[config.mk]
export PLATFORM = sky130hd
export DESIGN_NAME = buffer_pool_best_fit_select_unit_flat
export DESIGN_NICKNAME = d
export VERILOG_FILES = /design/src/hw/rtl/bpbfs_pkg.sv /design/src/hw/rtl/bpbfs_channels.sv /design/src/hw/rtl/bpbfs_store.sv /design/src/hw/rtl/bpbfs_eval.sv /design/src/hw/rtl/buffer_pool_best_fit_select_unit.sv /design/src/flat_wrapper.sv
export SDC_FILE = /design/constraint.sdc
export NUM_CORES = 1
export LEC_CHECK = 0
export ABC_AREA = 1
export BUFFER_PORTS_ARGS = -buffer_cell sky130_fd_sc_hd__buf_4
export CAP_MARGIN = 20
export CORE_UTILIZATION = 45
export DETAILED_ROUTE_END_ITERATION = 10
export PLACE_DENSITY = 0.6
export SLEW_MARGIN = 20
export SYNTH_ARGS = -nofsm -noshare
export SYNTH_HDL_FRONTEND = slang
export SYNTH_SLANG_ARGS = --single-unit
export TNS_END_PERCENT = 100
[constraint.sdc]
create_clock -name clock -period 4.9 [get_ports clock]
set_clock_uncertainty 0.05 [all_clocks]
set_input_delay 0.245 -clock clock [delete_from_list [all_inputs] [get_ports clock]]
set_output_delay 0.245 -clock clock [all_outputs]
set_load 0.01 [all_outputs]
[src/hw/rtl/bpbfs_pkg.sv]
// Package for the best-fit buffer pool select unit.
// Sizes, status and command codes, and the scan tag that travels with each pool read.
// No dependencies.
package bpbfs_pkg;

   localparam int POOL_DEPTH   = 16;
   localparam int DIM_BITS     = 14;
   localparam int IDX_BITS     = (POOL_DEPTH > 1) ? $clog2(POOL_DEPTH) : 1;
   localparam int CNT_BITS     = $clog2(POOL_DEPTH + 1);
   localparam int AREA_BITS    = 2 * DIM_BITS;
   localparam int ENTRY_BITS   = 4;
   localparam int RELEASE_BITS = 4;
   localparam int STATUS_BITS  = 3;

   localparam logic CMD_ACQUIRE = 1'b0;
   localparam logic CMD_RELEASE = 1'b1;

   localparam logic [STATUS_BITS-1:0] STATUS_REUSED      = 3'd0;
   localparam logic [STATUS_BITS-1:0] STATUS_APPENDED    = 3'd1;
   localparam logic [STATUS_BITS-1:0] STATUS_POOL_FULL   = 3'd2;
   localparam logic [STATUS_BITS-1:0] STATUS_RELEASED    = 3'd3;
   localparam logic [STATUS_BITS-1:0] STATUS_RELEASE_BAD = 3'd4;

   typedef struct packed {
      logic                live;
      logic                last;
      logic                free;
      logic [IDX_BITS-1:0] idx;
   } scan_tag_type;

endpackage

[src/hw/rtl/bpbfs_channels.sv]
// Valid/ready channel interfaces for request and response words.
// Depends on bpbfs_pkg.
interface bpbfs_req_if;
   logic                                 valid;
   logic                                 ready;
   logic                                 cmd;
   logic [bpbfs_pkg::DIM_BITS-1:0]       req_width;
   logic [bpbfs_pkg::DIM_BITS-1:0]       req_height;
   logic [bpbfs_pkg::RELEASE_BITS-1:0]   release_index;

   modport source (output valid, cmd, req_width, req_height, release_index, input ready);
   modport sink   (input valid, cmd, req_width, req_height, release_index, output ready);
endinterface

interface bpbfs_rsp_if;
   logic                                 valid;
   logic                                 ready;
   logic [bpbfs_pkg::ENTRY_BITS-1:0]     entry_index;
   logic [bpbfs_pkg::STATUS_BITS-1:0]    status;

   modport source (output valid, entry_index, status, input ready);
   modport sink   (input valid, entry_index, status, output ready);
endinterface

[src/hw/rtl/bpbfs_store.sv]
// Width/height memory of the pool: one write port, one registered read port.
// The scan tag is registered alongside the read data. Depends on bpbfs_pkg.
module bpbfs_store (
   input  logic                            clock,
   input  logic                            reset,
   input  logic                            wr_en,
   input  logic [bpbfs_pkg::IDX_BITS-1:0]  wr_addr,
   input  logic [bpbfs_pkg::DIM_BITS-1:0]  wr_width,
   input  logic [bpbfs_pkg::DIM_BITS-1:0]  wr_height,
   input  logic [bpbfs_pkg::IDX_BITS-1:0]  rd_addr,
   input  bpbfs_pkg::scan_tag_type         rd_tag,
   output bpbfs_pkg::scan_tag_type         out_tag,
   output logic [bpbfs_pkg::DIM_BITS-1:0]  out_width,
   output logic [bpbfs_pkg::DIM_BITS-1:0]  out_height
);

   logic [bpbfs_pkg::DIM_BITS-1:0] width_mem  [bpbfs_pkg::POOL_DEPTH];
   logic [bpbfs_pkg::DIM_BITS-1:0] height_mem [bpbfs_pkg::POOL_DEPTH];
   bpbfs_pkg::scan_tag_type        tag_ff;
   logic [bpbfs_pkg::DIM_BITS-1:0] width_ff;
   logic [bpbfs_pkg::DIM_BITS-1:0] height_ff;

   always_ff @(posedge clock) begin
      if (wr_en) begin
         width_mem[wr_addr]  <= wr_width;
         height_mem[wr_addr] <= wr_height;
      end
      width_ff  <= width_mem[rd_addr];
      height_ff <= height_mem[rd_addr];
   end

   always_ff @(posedge clock) begin
      if (reset) begin
         tag_ff <= '0;
      end else begin
         tag_ff <= rd_tag;
      end
   end

   assign out_tag    = tag_ff;
   assign out_width  = width_ff;
   assign out_height = height_ff;

endmodule

[src/hw/rtl/bpbfs_eval.sv]
// Shared fit unit: size cover compare and area multiply for one entry per cycle.
// Results are registered with the scan tag. Depends on bpbfs_pkg.
module bpbfs_eval (
   input  logic                             clock,
   input  logic                             reset,
   input  bpbfs_pkg::scan_tag_type          in_tag,
   input  logic [bpbfs_pkg::DIM_BITS-1:0]   entry_width,
   input  logic [bpbfs_pkg::DIM_BITS-1:0]   entry_height,
   input  logic [bpbfs_pkg::DIM_BITS-1:0]   want_width,
   input  logic [bpbfs_pkg::DIM_BITS-1:0]   want_height,
   output bpbfs_pkg::scan_tag_type          out_tag,
   output logic                             out_covers,
   output logic [bpbfs_pkg::AREA_BITS-1:0]  out_area
);

   bpbfs_pkg::scan_tag_type         tag_ff;
   logic                            covers_ff;
   logic                            covers_in;
   logic [bpbfs_pkg::AREA_BITS-1:0] area_ff;
   logic [bpbfs_pkg::AREA_BITS-1:0] area_in;

   assign covers_in = (entry_width >= want_width) && (entry_height >= want_height);
   assign area_in   = bpbfs_pkg::AREA_BITS'(entry_width) * bpbfs_pkg::AREA_BITS'(entry_height);

   always_ff @(posedge clock) begin
      covers_ff <= covers_in;
      area_ff   <= area_in;
   end

   always_ff @(posedge clock) begin
      if (reset) begin
         tag_ff <= '0;
      end else begin
         tag_ff <= in_tag;
      end
   end

   assign out_tag    = tag_ff;
   assign out_covers = covers_ff;
   assign out_area   = area_ff;

endmodule

[src/hw/rtl/buffer_pool_best_fit_select_unit.sv]
// Best-fit buffer pool select unit: top level with the scan sequencer and pool state.
// A release is decided at accept, and its result passes through the result register into
// the output register. An acquire walks every pool entry once through the width/height memory
// read port and the shared fit unit, one entry per cycle, then decides and writes back
// before its response word is registered. The block takes one request at a time; a finished
// response waits in the output register while the next request is accepted.
// Depends on bpbfs_pkg, bpbfs_channels, bpbfs_store and bpbfs_eval.
module buffer_pool_best_fit_select_unit (
   input  logic         clock,
   input  logic         reset,
   bpbfs_req_if.sink    req_chan,
   bpbfs_rsp_if.source  rsp_chan
);

   localparam logic [2:0] ST_IDLE  = 3'd0;
   localparam logic [2:0] ST_SCAN  = 3'd1;
   localparam logic [2:0] ST_DRAIN = 3'd2;
   localparam logic [2:0] ST_FIN   = 3'd3;
   localparam logic [2:0] ST_DONE  = 3'd4;

   localparam int DEPTH = bpbfs_pkg::POOL_DEPTH;
   localparam int IB    = bpbfs_pkg::IDX_BITS;
   localparam int CB    = bpbfs_pkg::CNT_BITS;
   localparam int DB    = bpbfs_pkg::DIM_BITS;
   localparam int AB    = bpbfs_pkg::AREA_BITS;
   localparam int EB    = bpbfs_pkg::ENTRY_BITS;
   localparam int SB    = bpbfs_pkg::STATUS_BITS;

   logic [2:0]       state_ff, state_in;
   logic [DEPTH-1:0] valid_ff, valid_in;
   logic [DEPTH-1:0] busy_ff, busy_in;
   logic [CB-1:0]    count_ff, count_in;
   logic [IB-1:0]    ptr_ff, ptr_in;
   logic             have_ff, have_in;
   logic             rsp_valid_ff, rsp_valid_in;

   logic [DB-1:0]    width_ff, width_in;
   logic [DB-1:0]    height_ff, height_in;
   logic [IB-1:0]    sel_ff, sel_in;
   logic             sel_cov_ff, sel_cov_in;
   logic [AB-1:0]    sel_area_ff, sel_area_in;
   logic [EB-1:0]    res_index_ff, res_index_in;
   logic [SB-1:0]    res_status_ff, res_status_in;
   logic [EB-1:0]    rsp_index_ff, rsp_index_in;
   logic [SB-1:0]    rsp_status_ff, rsp_status_in;

   bpbfs_pkg::scan_tag_type issue_tag;
   bpbfs_pkg::scan_tag_type mem_tag;
   bpbfs_pkg::scan_tag_type fit_tag;
   logic [DB-1:0]    mem_width, mem_height;
   logic             fit_covers;
   logic [AB-1:0]    fit_area;

   logic             wr_en;
   logic [IB-1:0]    wr_addr;
   logic             accept;
   logic             rel_in_range;
   logic [IB-1:0]    rel_idx;
   logic             rel_ok;
   logic             update;
   logic             rsp_load;
   logic             room;

   assign req_chan.ready   = (state_ff == ST_IDLE);
   assign accept           = req_chan.valid && req_chan.ready;
   assign rsp_chan.valid       = rsp_valid_ff;
   assign rsp_chan.entry_index = rsp_index_ff;
   assign rsp_chan.status      = rsp_status_ff;

   assign rel_in_range = 32'(req_chan.release_index) < DEPTH;
   assign rel_idx      = IB'(req_chan.release_index);
   assign rel_ok       = rel_in_range && valid_ff[rel_idx] && busy_ff[rel_idx];
   assign room         = count_ff < CB'(DEPTH);

   assign issue_tag.live = (state_ff == ST_SCAN);
   assign issue_tag.last = (ptr_ff == IB'(DEPTH - 1));
   assign issue_tag.free = valid_ff[ptr_ff] && !busy_ff[ptr_ff];
   assign issue_tag.idx  = ptr_ff;

   assign update = fit_tag.live && fit_tag.free &&
                   (!have_ff || (fit_covers && (!sel_cov_ff || fit_area < sel_area_ff)));

   assign wr_en   = (state_ff == ST_FIN) && (have_ff || room);
   assign wr_addr = have_ff ? sel_ff : count_ff[IB-1:0];

   assign rsp_load = (state_ff == ST_DONE) && (!rsp_valid_ff || rsp_chan.ready);

   bpbfs_store u_store (
      .clock      (clock),
      .reset      (reset),
      .wr_en      (wr_en),
      .wr_addr    (wr_addr),
      .wr_width   (width_ff),
      .wr_height  (height_ff),
      .rd_addr    (ptr_ff),
      .rd_tag     (issue_tag),
      .out_tag    (mem_tag),
      .out_width  (mem_width),
      .out_height (mem_height)
   );

   bpbfs_eval u_eval (
      .clock        (clock),
      .reset        (reset),
      .in_tag       (mem_tag),
      .entry_width  (mem_width),
      .entry_height (mem_height),
      .want_width   (width_ff),
      .want_height  (height_ff),
      .out_tag      (fit_tag),
      .out_covers   (fit_covers),
      .out_area     (fit_area)
   );

   always_comb begin
      state_in      = state_ff;
      valid_in      = valid_ff;
      busy_in       = busy_ff;
      count_in      = count_ff;
      ptr_in        = ptr_ff;
      have_in       = have_ff;
      width_in      = width_ff;
      height_in     = height_ff;
      sel_in        = sel_ff;
      sel_cov_in    = sel_cov_ff;
      sel_area_in   = sel_area_ff;
      res_index_in  = res_index_ff;
      res_status_in = res_status_ff;

      if (update) begin
         have_in     = 1'b1;
         sel_in      = fit_tag.idx;
         sel_cov_in  = fit_covers;
         sel_area_in = fit_area;
      end

      unique case (state_ff)
         ST_IDLE: begin
            if (accept) begin
               width_in  = req_chan.req_width;
               height_in = req_chan.req_height;
               ptr_in    = '0;
               have_in   = 1'b0;
               if (req_chan.cmd == bpbfs_pkg::CMD_RELEASE) begin
                  res_index_in = req_chan.release_index;
                  if (rel_ok) begin
                     busy_in[rel_idx] = 1'b0;
                     res_status_in    = bpbfs_pkg::STATUS_RELEASED;
                  end else begin
                     res_status_in = bpbfs_pkg::STATUS_RELEASE_BAD;
                  end
                  state_in = ST_DONE;
               end else begin
                  state_in = ST_SCAN;
               end
            end
         end
         ST_SCAN: begin
            if (issue_tag.last) begin
               state_in = ST_DRAIN;
            end else begin
               ptr_in = ptr_ff + IB'(1);
            end
         end
         ST_DRAIN: begin
            if (fit_tag.live && fit_tag.last) begin
               state_in = ST_FIN;
            end
         end
         ST_FIN: begin
            if (have_ff) begin
               busy_in[sel_ff] = 1'b1;
               res_index_in    = EB'(sel_ff);
               res_status_in   = bpbfs_pkg::STATUS_REUSED;
            end else if (room) begin
               valid_in[count_ff[IB-1:0]] = 1'b1;
               busy_in[count_ff[IB-1:0]]  = 1'b1;
               count_in                   = count_ff + CB'(1);
               res_index_in               = EB'(count_ff[IB-1:0]);
               res_status_in              = bpbfs_pkg::STATUS_APPENDED;
            end else begin
               res_index_in  = '0;
               res_status_in = bpbfs_pkg::STATUS_POOL_FULL;
            end
            state_in = ST_DONE;
         end
         ST_DONE: begin
            if (rsp_load) begin
               state_in = ST_IDLE;
            end
         end
         default: begin
            state_in = ST_IDLE;
         end
      endcase
   end

   assign rsp_valid_in  = rsp_load || (rsp_valid_ff && !rsp_chan.ready);
   assign rsp_index_in  = rsp_load ? res_index_ff : rsp_index_ff;
   assign rsp_status_in = rsp_load ? res_status_ff : rsp_status_ff;

   always_ff @(posedge clock) begin
      if (reset) begin
         state_ff     <= ST_IDLE;
         valid_ff     <= '0;
         busy_ff      <= '0;
         count_ff     <= '0;
         ptr_ff       <= '0;
         have_ff      <= 1'b0;
         rsp_valid_ff <= 1'b0;
      end else begin
         state_ff     <= state_in;
         valid_ff     <= valid_in;
         busy_ff      <= busy_in;
         count_ff     <= count_in;
         ptr_ff       <= ptr_in;
         have_ff      <= have_in;
         rsp_valid_ff <= rsp_valid_in;
      end
   end

   always_ff @(posedge clock) begin
      width_ff      <= width_in;
      height_ff     <= height_in;
      sel_ff        <= sel_in;
      sel_cov_ff    <= sel_cov_in;
      sel_area_ff   <= sel_area_in;
      res_index_ff  <= res_index_in;
      res_status_ff <= res_status_in;
      rsp_index_ff  <= rsp_index_in;
      rsp_status_ff <= rsp_status_in;
   end

endmodule

[src/flat_wrapper.sv]
// flat-port wrapper written by rule: the top's interface ports become plain ports
module buffer_pool_best_fit_select_unit_flat 
  (clock, reset, req_chan_valid, req_chan_cmd, req_chan_req_width, req_chan_req_height, req_chan_release_index, req_chan_ready, rsp_chan_valid, rsp_chan_entry_index, rsp_chan_status, rsp_chan_ready);
  bpbfs_req_if req_chan_i ();
  bpbfs_rsp_if rsp_chan_i ();
  input  logic clock;
  input  logic reset;
  input wire logic [$bits(req_chan_i.valid)-1:0] req_chan_valid;
  input wire logic [$bits(req_chan_i.cmd)-1:0] req_chan_cmd;
  input wire logic [$bits(req_chan_i.req_width)-1:0] req_chan_req_width;
  input wire logic [$bits(req_chan_i.req_height)-1:0] req_chan_req_height;
  input wire logic [$bits(req_chan_i.release_index)-1:0] req_chan_release_index;
  output wire logic [$bits(req_chan_i.ready)-1:0] req_chan_ready;
  output wire logic [$bits(rsp_chan_i.valid)-1:0] rsp_chan_valid;
  output wire logic [$bits(rsp_chan_i.entry_index)-1:0] rsp_chan_entry_index;
  output wire logic [$bits(rsp_chan_i.status)-1:0] rsp_chan_status;
  input wire logic [$bits(rsp_chan_i.ready)-1:0] rsp_chan_ready;
  assign req_chan_i.valid = req_chan_valid;
  assign req_chan_i.cmd = req_chan_cmd;
  assign req_chan_i.req_width = req_chan_req_width;
  assign req_chan_i.req_height = req_chan_req_height;
  assign req_chan_i.release_index = req_chan_release_index;
  assign req_chan_ready = req_chan_i.ready;
  assign rsp_chan_valid = rsp_chan_i.valid;
  assign rsp_chan_entry_index = rsp_chan_i.entry_index;
  assign rsp_chan_status = rsp_chan_i.status;
  assign rsp_chan_i.ready = rsp_chan_ready;
  buffer_pool_best_fit_select_unit u_core (.clock(clock), .reset(reset), .req_chan(req_chan_i), .rsp_chan(rsp_chan_i));
endmodule
# After elaboration in Yosys (flattened, before gate mapping)
# Memory sizes are Yosys's and may differ from the RTL's. A register that Yosys moved wholly into a read port is not among the register bits.
# Cells that the tools add are included.
# classes
addsub	2
mul	1
order_cmp	11
eq_ne	13
muxes	46
n_bitwise	6
reduce_logical	33
# op_table
operator	count
16-bit 2-to-1 mux	5
16-bit bitwise OR	3
16-bit one-hot mux with 2 select lines	1
14-bit greater-or-equal comparator	2
28-bit < comparator	1
14-bit by 14-bit multiplier with 28-bit output	1
4-bit 2-to-1 mux	7
3-bit 2-to-1 mux	9
4-bit by 5-bit < comparator with 1-bit output (second input constant)	4
16-bit AND	1
1-bit binary-select mux with 4-bit select	4
16-bit NOT	1
4-bit one-hot mux with 2 select lines	2
3-bit one-hot mux with 5 select lines	1
1-bit logical AND	14
1-bit demux with 4-bit select	3
4-bit by 1-bit greater-or-equal comparator with 1-bit output (second input constant)	3
1-bit 2-to-1 mux	12
2-bit inequality test (second input constant)	5
3-bit AND reduction	3
3-bit by 2-bit == test with 1-bit output (second input constant)	2
3-bit one-hot mux with 2 select lines	1
5-bit by 1-bit adder with 5-bit output (second input constant)	1
1-bit zero test	5
15 further kinds	21
# totals
ff_bits	164
ramBits	448
in_bits	37
out_inout_bits	9
n_memories	2
# mem_list
memory	depth	width	read_ports	rd_clocked_by_memory_dff	wr	line	rtl
u_core.u_store.height_mem	16	14	1	1	1	bpbfs_store.sv:18	logic [bpbfs_pkg::DIM_BITS-1:0] height_mem [bpbfs_pkg::POOL_DEPTH];
u_core.u_store.width_mem	16	14	1	1	1	bpbfs_store.sv:17	logic [bpbfs_pkg::DIM_BITS-1:0] width_mem [bpbfs_pkg::POOL_DEPTH];

# Longest topological paths before layout
# logic_depth
word_depth	10
depth_mapped	26

# Hierarchy
# Synthesis repeated with hierarchy kept, for this count alone.
# hier_totals
cells_unflattened	3779
hier_area_um2	34797.1
# modules_own_cells
module	n_inst	cells_per_inst	area_per_inst_um2	seq_area_each_um2
bpbfs_store	1	1881	19977.9	14153.6
bpbfs_eval	1	1193	8720.9	720.7
buffer_pool_best_fit_select_unit	1	705	6098.3	3173.0

# Worst setup path before layout
# No wires, ideal clock.
# synth_timing
kind	reg-to-reg
start	register u_core.u_store.width_ff (netlist bit u_core.u_store.out_width[8]) (read register of u_core.u_store.width_mem)
end	register u_core.u_eval.area_ff (netlist bit u_core.u_eval.out_area[23])
arrival_ps	4861
required_time_ps	4730
setup_slack_ps	-131
stages_incl_launch_ff	20
synth_period_minus_slack_ps	5031
cell_sequence	dfxtp_1 -> clkbuf_1 -> nand2_1 -> fa_1 -> fa_1 -> inv_1 -> fa_1 -> fa_1 -> fa_1 -> inv_1 -> fa_1 -> inv_1 -> ha_1 -> nand2_1 -> inv_1 -> a21boi_0 -> o21ai_0 -> nand2_1 -> nand3_1 -> xor2_1
# synth_via
elab_chain_cells	1
# synth_rtl
element	line	rtl
start: declaration	bpbfs_store.sv:20	logic [bpbfs_pkg::DIM_BITS-1:0] width_ff;
14-bit by 14-bit multiplier with 28-bit output	bpbfs_eval.sv:23	assign area_in = bpbfs_pkg::AREA_BITS'(entry_width) * bpbfs_pkg::AREA_BITS'(entry_height);
net u_core.u_eval.area_in (one bit)	bpbfs_eval.sv:20	logic [bpbfs_pkg::AREA_BITS-1:0] area_in;
end signal: assignment	bpbfs_eval.sv:27	area_ff <= area_in;
end: declaration	bpbfs_eval.sv:19	logic [bpbfs_pkg::AREA_BITS-1:0] area_ff;
# The timed path passes the listed nets, and every way through them passes these cells.
# A chain may end at the register's enable or synchronous reset.

# Worst setup path in the final report
# layout_timing
start	register u_core.u_store.height_ff (netlist bit u_core.u_store.out_height[2]) (read register of u_core.u_store.height_mem)
end	register u_core.u_eval.area_ff (netlist bit u_core.u_eval.out_area[24])
# layout_via
elab_chain_cells	1
# layout_rtl
element	line	rtl
start: declaration	bpbfs_store.sv:21	logic [bpbfs_pkg::DIM_BITS-1:0] height_ff;
14-bit by 14-bit multiplier with 28-bit output	bpbfs_eval.sv:23	
net u_core.u_eval.area_in (one bit)	bpbfs_eval.sv:20	
# The timed path passes the listed nets, and every way through them passes these cells.

==> out/metrics.csv <==
stage;metric;value;unit
timing;fin. max-slew vios;0;
timing;Setup Viol. Count Final;3;
min_path;hold path depth;5;
cts;root buf cell;clkbuf_16;
drt;Residual DRC;0;
global_route;vias in the first global route;23018;
synth;mean post-synth cell area;10.53;um2
drt;DRT iter0 DRCs;1975;
drt;Routed WL;84.46;mm
global_route;first-pass GRT wire length;131.3;mm
finish;Nets;3561;
outcome;outcome;finished, violations left;
global_route;Total GRT Usage;0.2324;
drt;1st-pass router iterations;6;
worst_setup_path;start of the worst register-to-register path;u_core.u_store.out_height[2]$_DFF_P_;
worst_setup_path;worst r2r path cells;22;
synth;number of distinct library cells after synthesis;40;
synth;Post-Synth Simple-Gate Area;0.1203;
synth;Post-synth EDFFs;523;
synth;adder-cell area share of the yosys netlist;0.1458;
drt;vias per cell;5.408;
timing;fmax;202.4;MHz
synth;syn nets;3409;
worst_setup_path;crit path DAT;5.38;ns
global_route;remaining global-route overflow;0;
finish;layout cell share with drive strength beyond 1;0.1480;
finish;antenna cells;0;
global_route;largest net degree at the start of global routing;176;
synth;Yosys top cell area share;0.4845;
placed_design;DP HPWL;53.14;mm
outcome;violated checks;negative setup slack;
run;Max-Cap Viols;0;
drt;routed len/inst;19.95;um
finish;register area;18110;um2
cts;TritonCTS buffer count;70;
worst_setup_path;CP cell instances;nand2_2, inv_2, fa_1, inv_2, fa_1, inv_1, fa_1, inv_2, fa_1, inv_1, fa_1, inv_2, fa_1, inv_2, ha_4, nand2_4, nand2_4, a31oi_4, o21bai_1, nand2_1, nand3_2, xor2_1;
floorplan;Die H;270.4;um
drt;DR vias;22897;
floorplan;I/O Pins;46;
timing;crit share post-route;1.008;
global_route;initial antenna violation count;0;
finish;# fillers;6224;
worst_setup_path;Worst path most repeated cell;fa_1;
synth;post-synthesis compound-gate area fraction;0.1048;
synth;largest family of logic cells by synthesized area;adder cells;
synth;Synth Instances;3079;
min_path;Worst Hold Launch;req_chan_valid;
finish;commonest non-fill, non-tap cell in the layout;edfxtp_1;
synth;Syn Std Cell Area;32410;um2
synth;synth warn;0;
cts;clk buf depth;3;
synth;mux cell area share after synthesis;0;
cts;worst-skew pair later-pin latency;0.62;ns
finish;synth-to-layout area growth;17.14;%
synth;post-synth top area cell;edfxtp_1;
drt;Routed Antenna Nets;0;
timing;hold_ws;0.03690;ns
min_path;WHS Endpoint;u_core.state_ff[1]$_SDFFE_PP0P_;
synth;sequential area share after synthesis;0.5568;
worst_setup_path;Critical Path Fanout Max;6;
cts;H-tree depth;3;
floorplan;die width;270.4;um
worst_setup_path;Crit path largest cell delay;0.54;ns
placed_design;routability cong.;0.8934;
worst_setup_path;R2R setup slack;-0.04;ns
finish;Multi-input gate area;12970;um2
cts;CTS tree;built;
synth;FFs w/ async S/R, synth;0;
worst_setup_path;CP Capture Type;flip-flop;
worst_setup_path;CP Class;reg2reg;
min_path;Hold WC Path Type;in2reg;
floorplan;core area;71360;um2
worst_setup_path;Critical Path RT;5.33;ns
worst_setup_path;slowest cell on the critical path;fa_1;
finish;Core Util, Final;0.5321;
synth;main area contributors after synthesis;edfxtp_1 48%, fa_1 8.7%, dfxtp_1 7.2%, nand2_1 6.0%, ha_1 5.9%;
worst_setup_path;startpoint types;flip-flop;
floorplan;Starting Density;0.4542;
placed_design;port buffer count;45;
synth;top_reg_cell synth;edfxtp_1;
finish;most frequent cells in the layout;523 x edfxtp_1, 488 x nand2_1, 382 x inv_1;
timing;Hold Vio Cnt, Final;0;
timing;min Tclk post-route;4.941;ns
timing;final setup margin;-0.04115;ns
timing;Slew Limit Headroom;0.3586;
synth;#FFs+latches synth;640;
worst_setup_path;R2R Path End;u_core.u_eval.out_area[24]$_DFF_P_;
timing;worst-margin pin slew;0.9521;ns
cts;clock sink total;640;
synth;Synth Area in XOR/XNOR;0.006755;
timing;RSZ-0062 raised after global routing;yes;
cts;Worst-path clk slew;0.06;ns
floorplan;die area;73110;um2
floorplan;Site Rows;98;
[layout make-up]
type	count	area share
clock buffers	93	0.05108
clock inverters	32	0.008864
inverters	412	0.04099
multi-input cells	1888	0.3417
flip-flops and latches	640	0.4771
well taps	950	0.03131
repair buffers	219	0.04894
[worst max-delay path, delay by kind of cell (launching register included)]
kind | cells | cell delay [ns]
fa+ha+maj | 7 | 3.26
flops | 1 | 0.37
simple gates | 5 | 0.35
buf+inv | 7 | 0.31
compound gates | 2 | 0.30
xor+xnor | 1 | 0.14
[synth_stat cells (7+ instances only)]
cell and n:
buf_2 15, nand4_1 7, ha_1 152, o221ai_1 50, nand3_1 101, o22ai_1 79, dfxtp_1 117, a21oi_1 78
xor2_1 17, a21oi_2 11, xnor2_1 8, o21ai_0 321, inv_2 8, nor2_1 330, edfxtp_1 523, o21bai_1 8
a31oi_1 11, nor3_1 17, o211ai_1 18, clkbuf_1 113, inv_1 402, nand2_1 514, fa_1 141
[metrics by stage]
step           setup WS, ns  setup TNS (ns)  instances  cell area [um2]
3_5_place_dp        -0.4761          -5.358       4074            34640
3_3_place_gp        -0.4448          -4.336       4074            34640
6_report           -0.04115        -0.07661       4234            37970
5_1_grt             -0.2587          -2.480       4234            37970
4_1_cts            -0.03975        -0.09606       4229            37550
2_1_floorplan      -0.01203        -0.01203       3079            32460
[logic make-up after synthesis]
| logic type | Yosys count |
|---|---|
| DFF | 640 |
| and+or+nand+nor | 981 |
| xor gates and xnor gates | 25 |
| AOI/OAI and AO/OA | 589 |
| buffers and inverters | 551 |
| adders and majority gates | 293 |
[worst max-delay path by stage]
stage / startpoint / endpoint / slack (ns) / depth (start not counted)
after detailed placement: u_core.u_store.out_height[10]$_DFF_P_ / u_core.u_eval.out_area[23]$_DFF_P_ / -0.48 / 16
after CTS: u_core.u_store.out_height[2]$_DFF_P_ / u_core.u_eval.out_area[24]$_DFF_P_ / -0.04 / 19
final: u_core.u_store.out_height[2]$_DFF_P_ / u_core.u_eval.out_area[24]$_DFF_P_ / -0.04 / 22
after global routing: u_core.u_store.out_width[5]$_DFF_P_ / u_core.u_eval.out_area[22]$_DFF_P_ / -0.26 / 20
after global placement: u_core.u_store.out_height[10]$_DFF_P_ / u_core.u_eval.out_area[23]$_DFF_P_ / -0.44 / 16
after floorplan: u_core.u_store.out_width[1]$_DFF_P_ / u_core.u_eval.out_area[23]$_DFF_P_ / -0.01 / 19
[sequential cells by signal (all words and copies together), names as in the netlist, 16 cells and up]
| signal | count |
|---|---|
| u_core.u_store.width_mem | 224 |
| u_core.u_store.height_mem | 224 |
| u_core.valid_ff | 16 |
| u_core.sel_area_ff | 28 |
| u_core.u_eval.out_area | 28 |
| u_core.busy_ff | 16 |
[routing by layer]
metal / track usage / part of all wire / routed length [um]
met1: 0.3230 / 0.45 / 37700
met2: 0.3782 / 0.47 / 39350
met3: 0.02765 / 0.058 / 4894
met4: 0.07776 / 0.030 / 2513
met5: 0 / 0 / 0
[timing repair]
action                                 4_1_cts  5_1_grt
resized for setup                           92      103
setup endpoints to repair                   18       19
pin swaps                                   23       32
buffers inserted                             0        3
hold buffers                                30        0
gates cloned                                 0        0
endpoints found under the hold margin       30        0
Power is left out: the tool's default activity adds up to more than one toggle a clock period on the data nets, which glitch-free logic cannot reach.
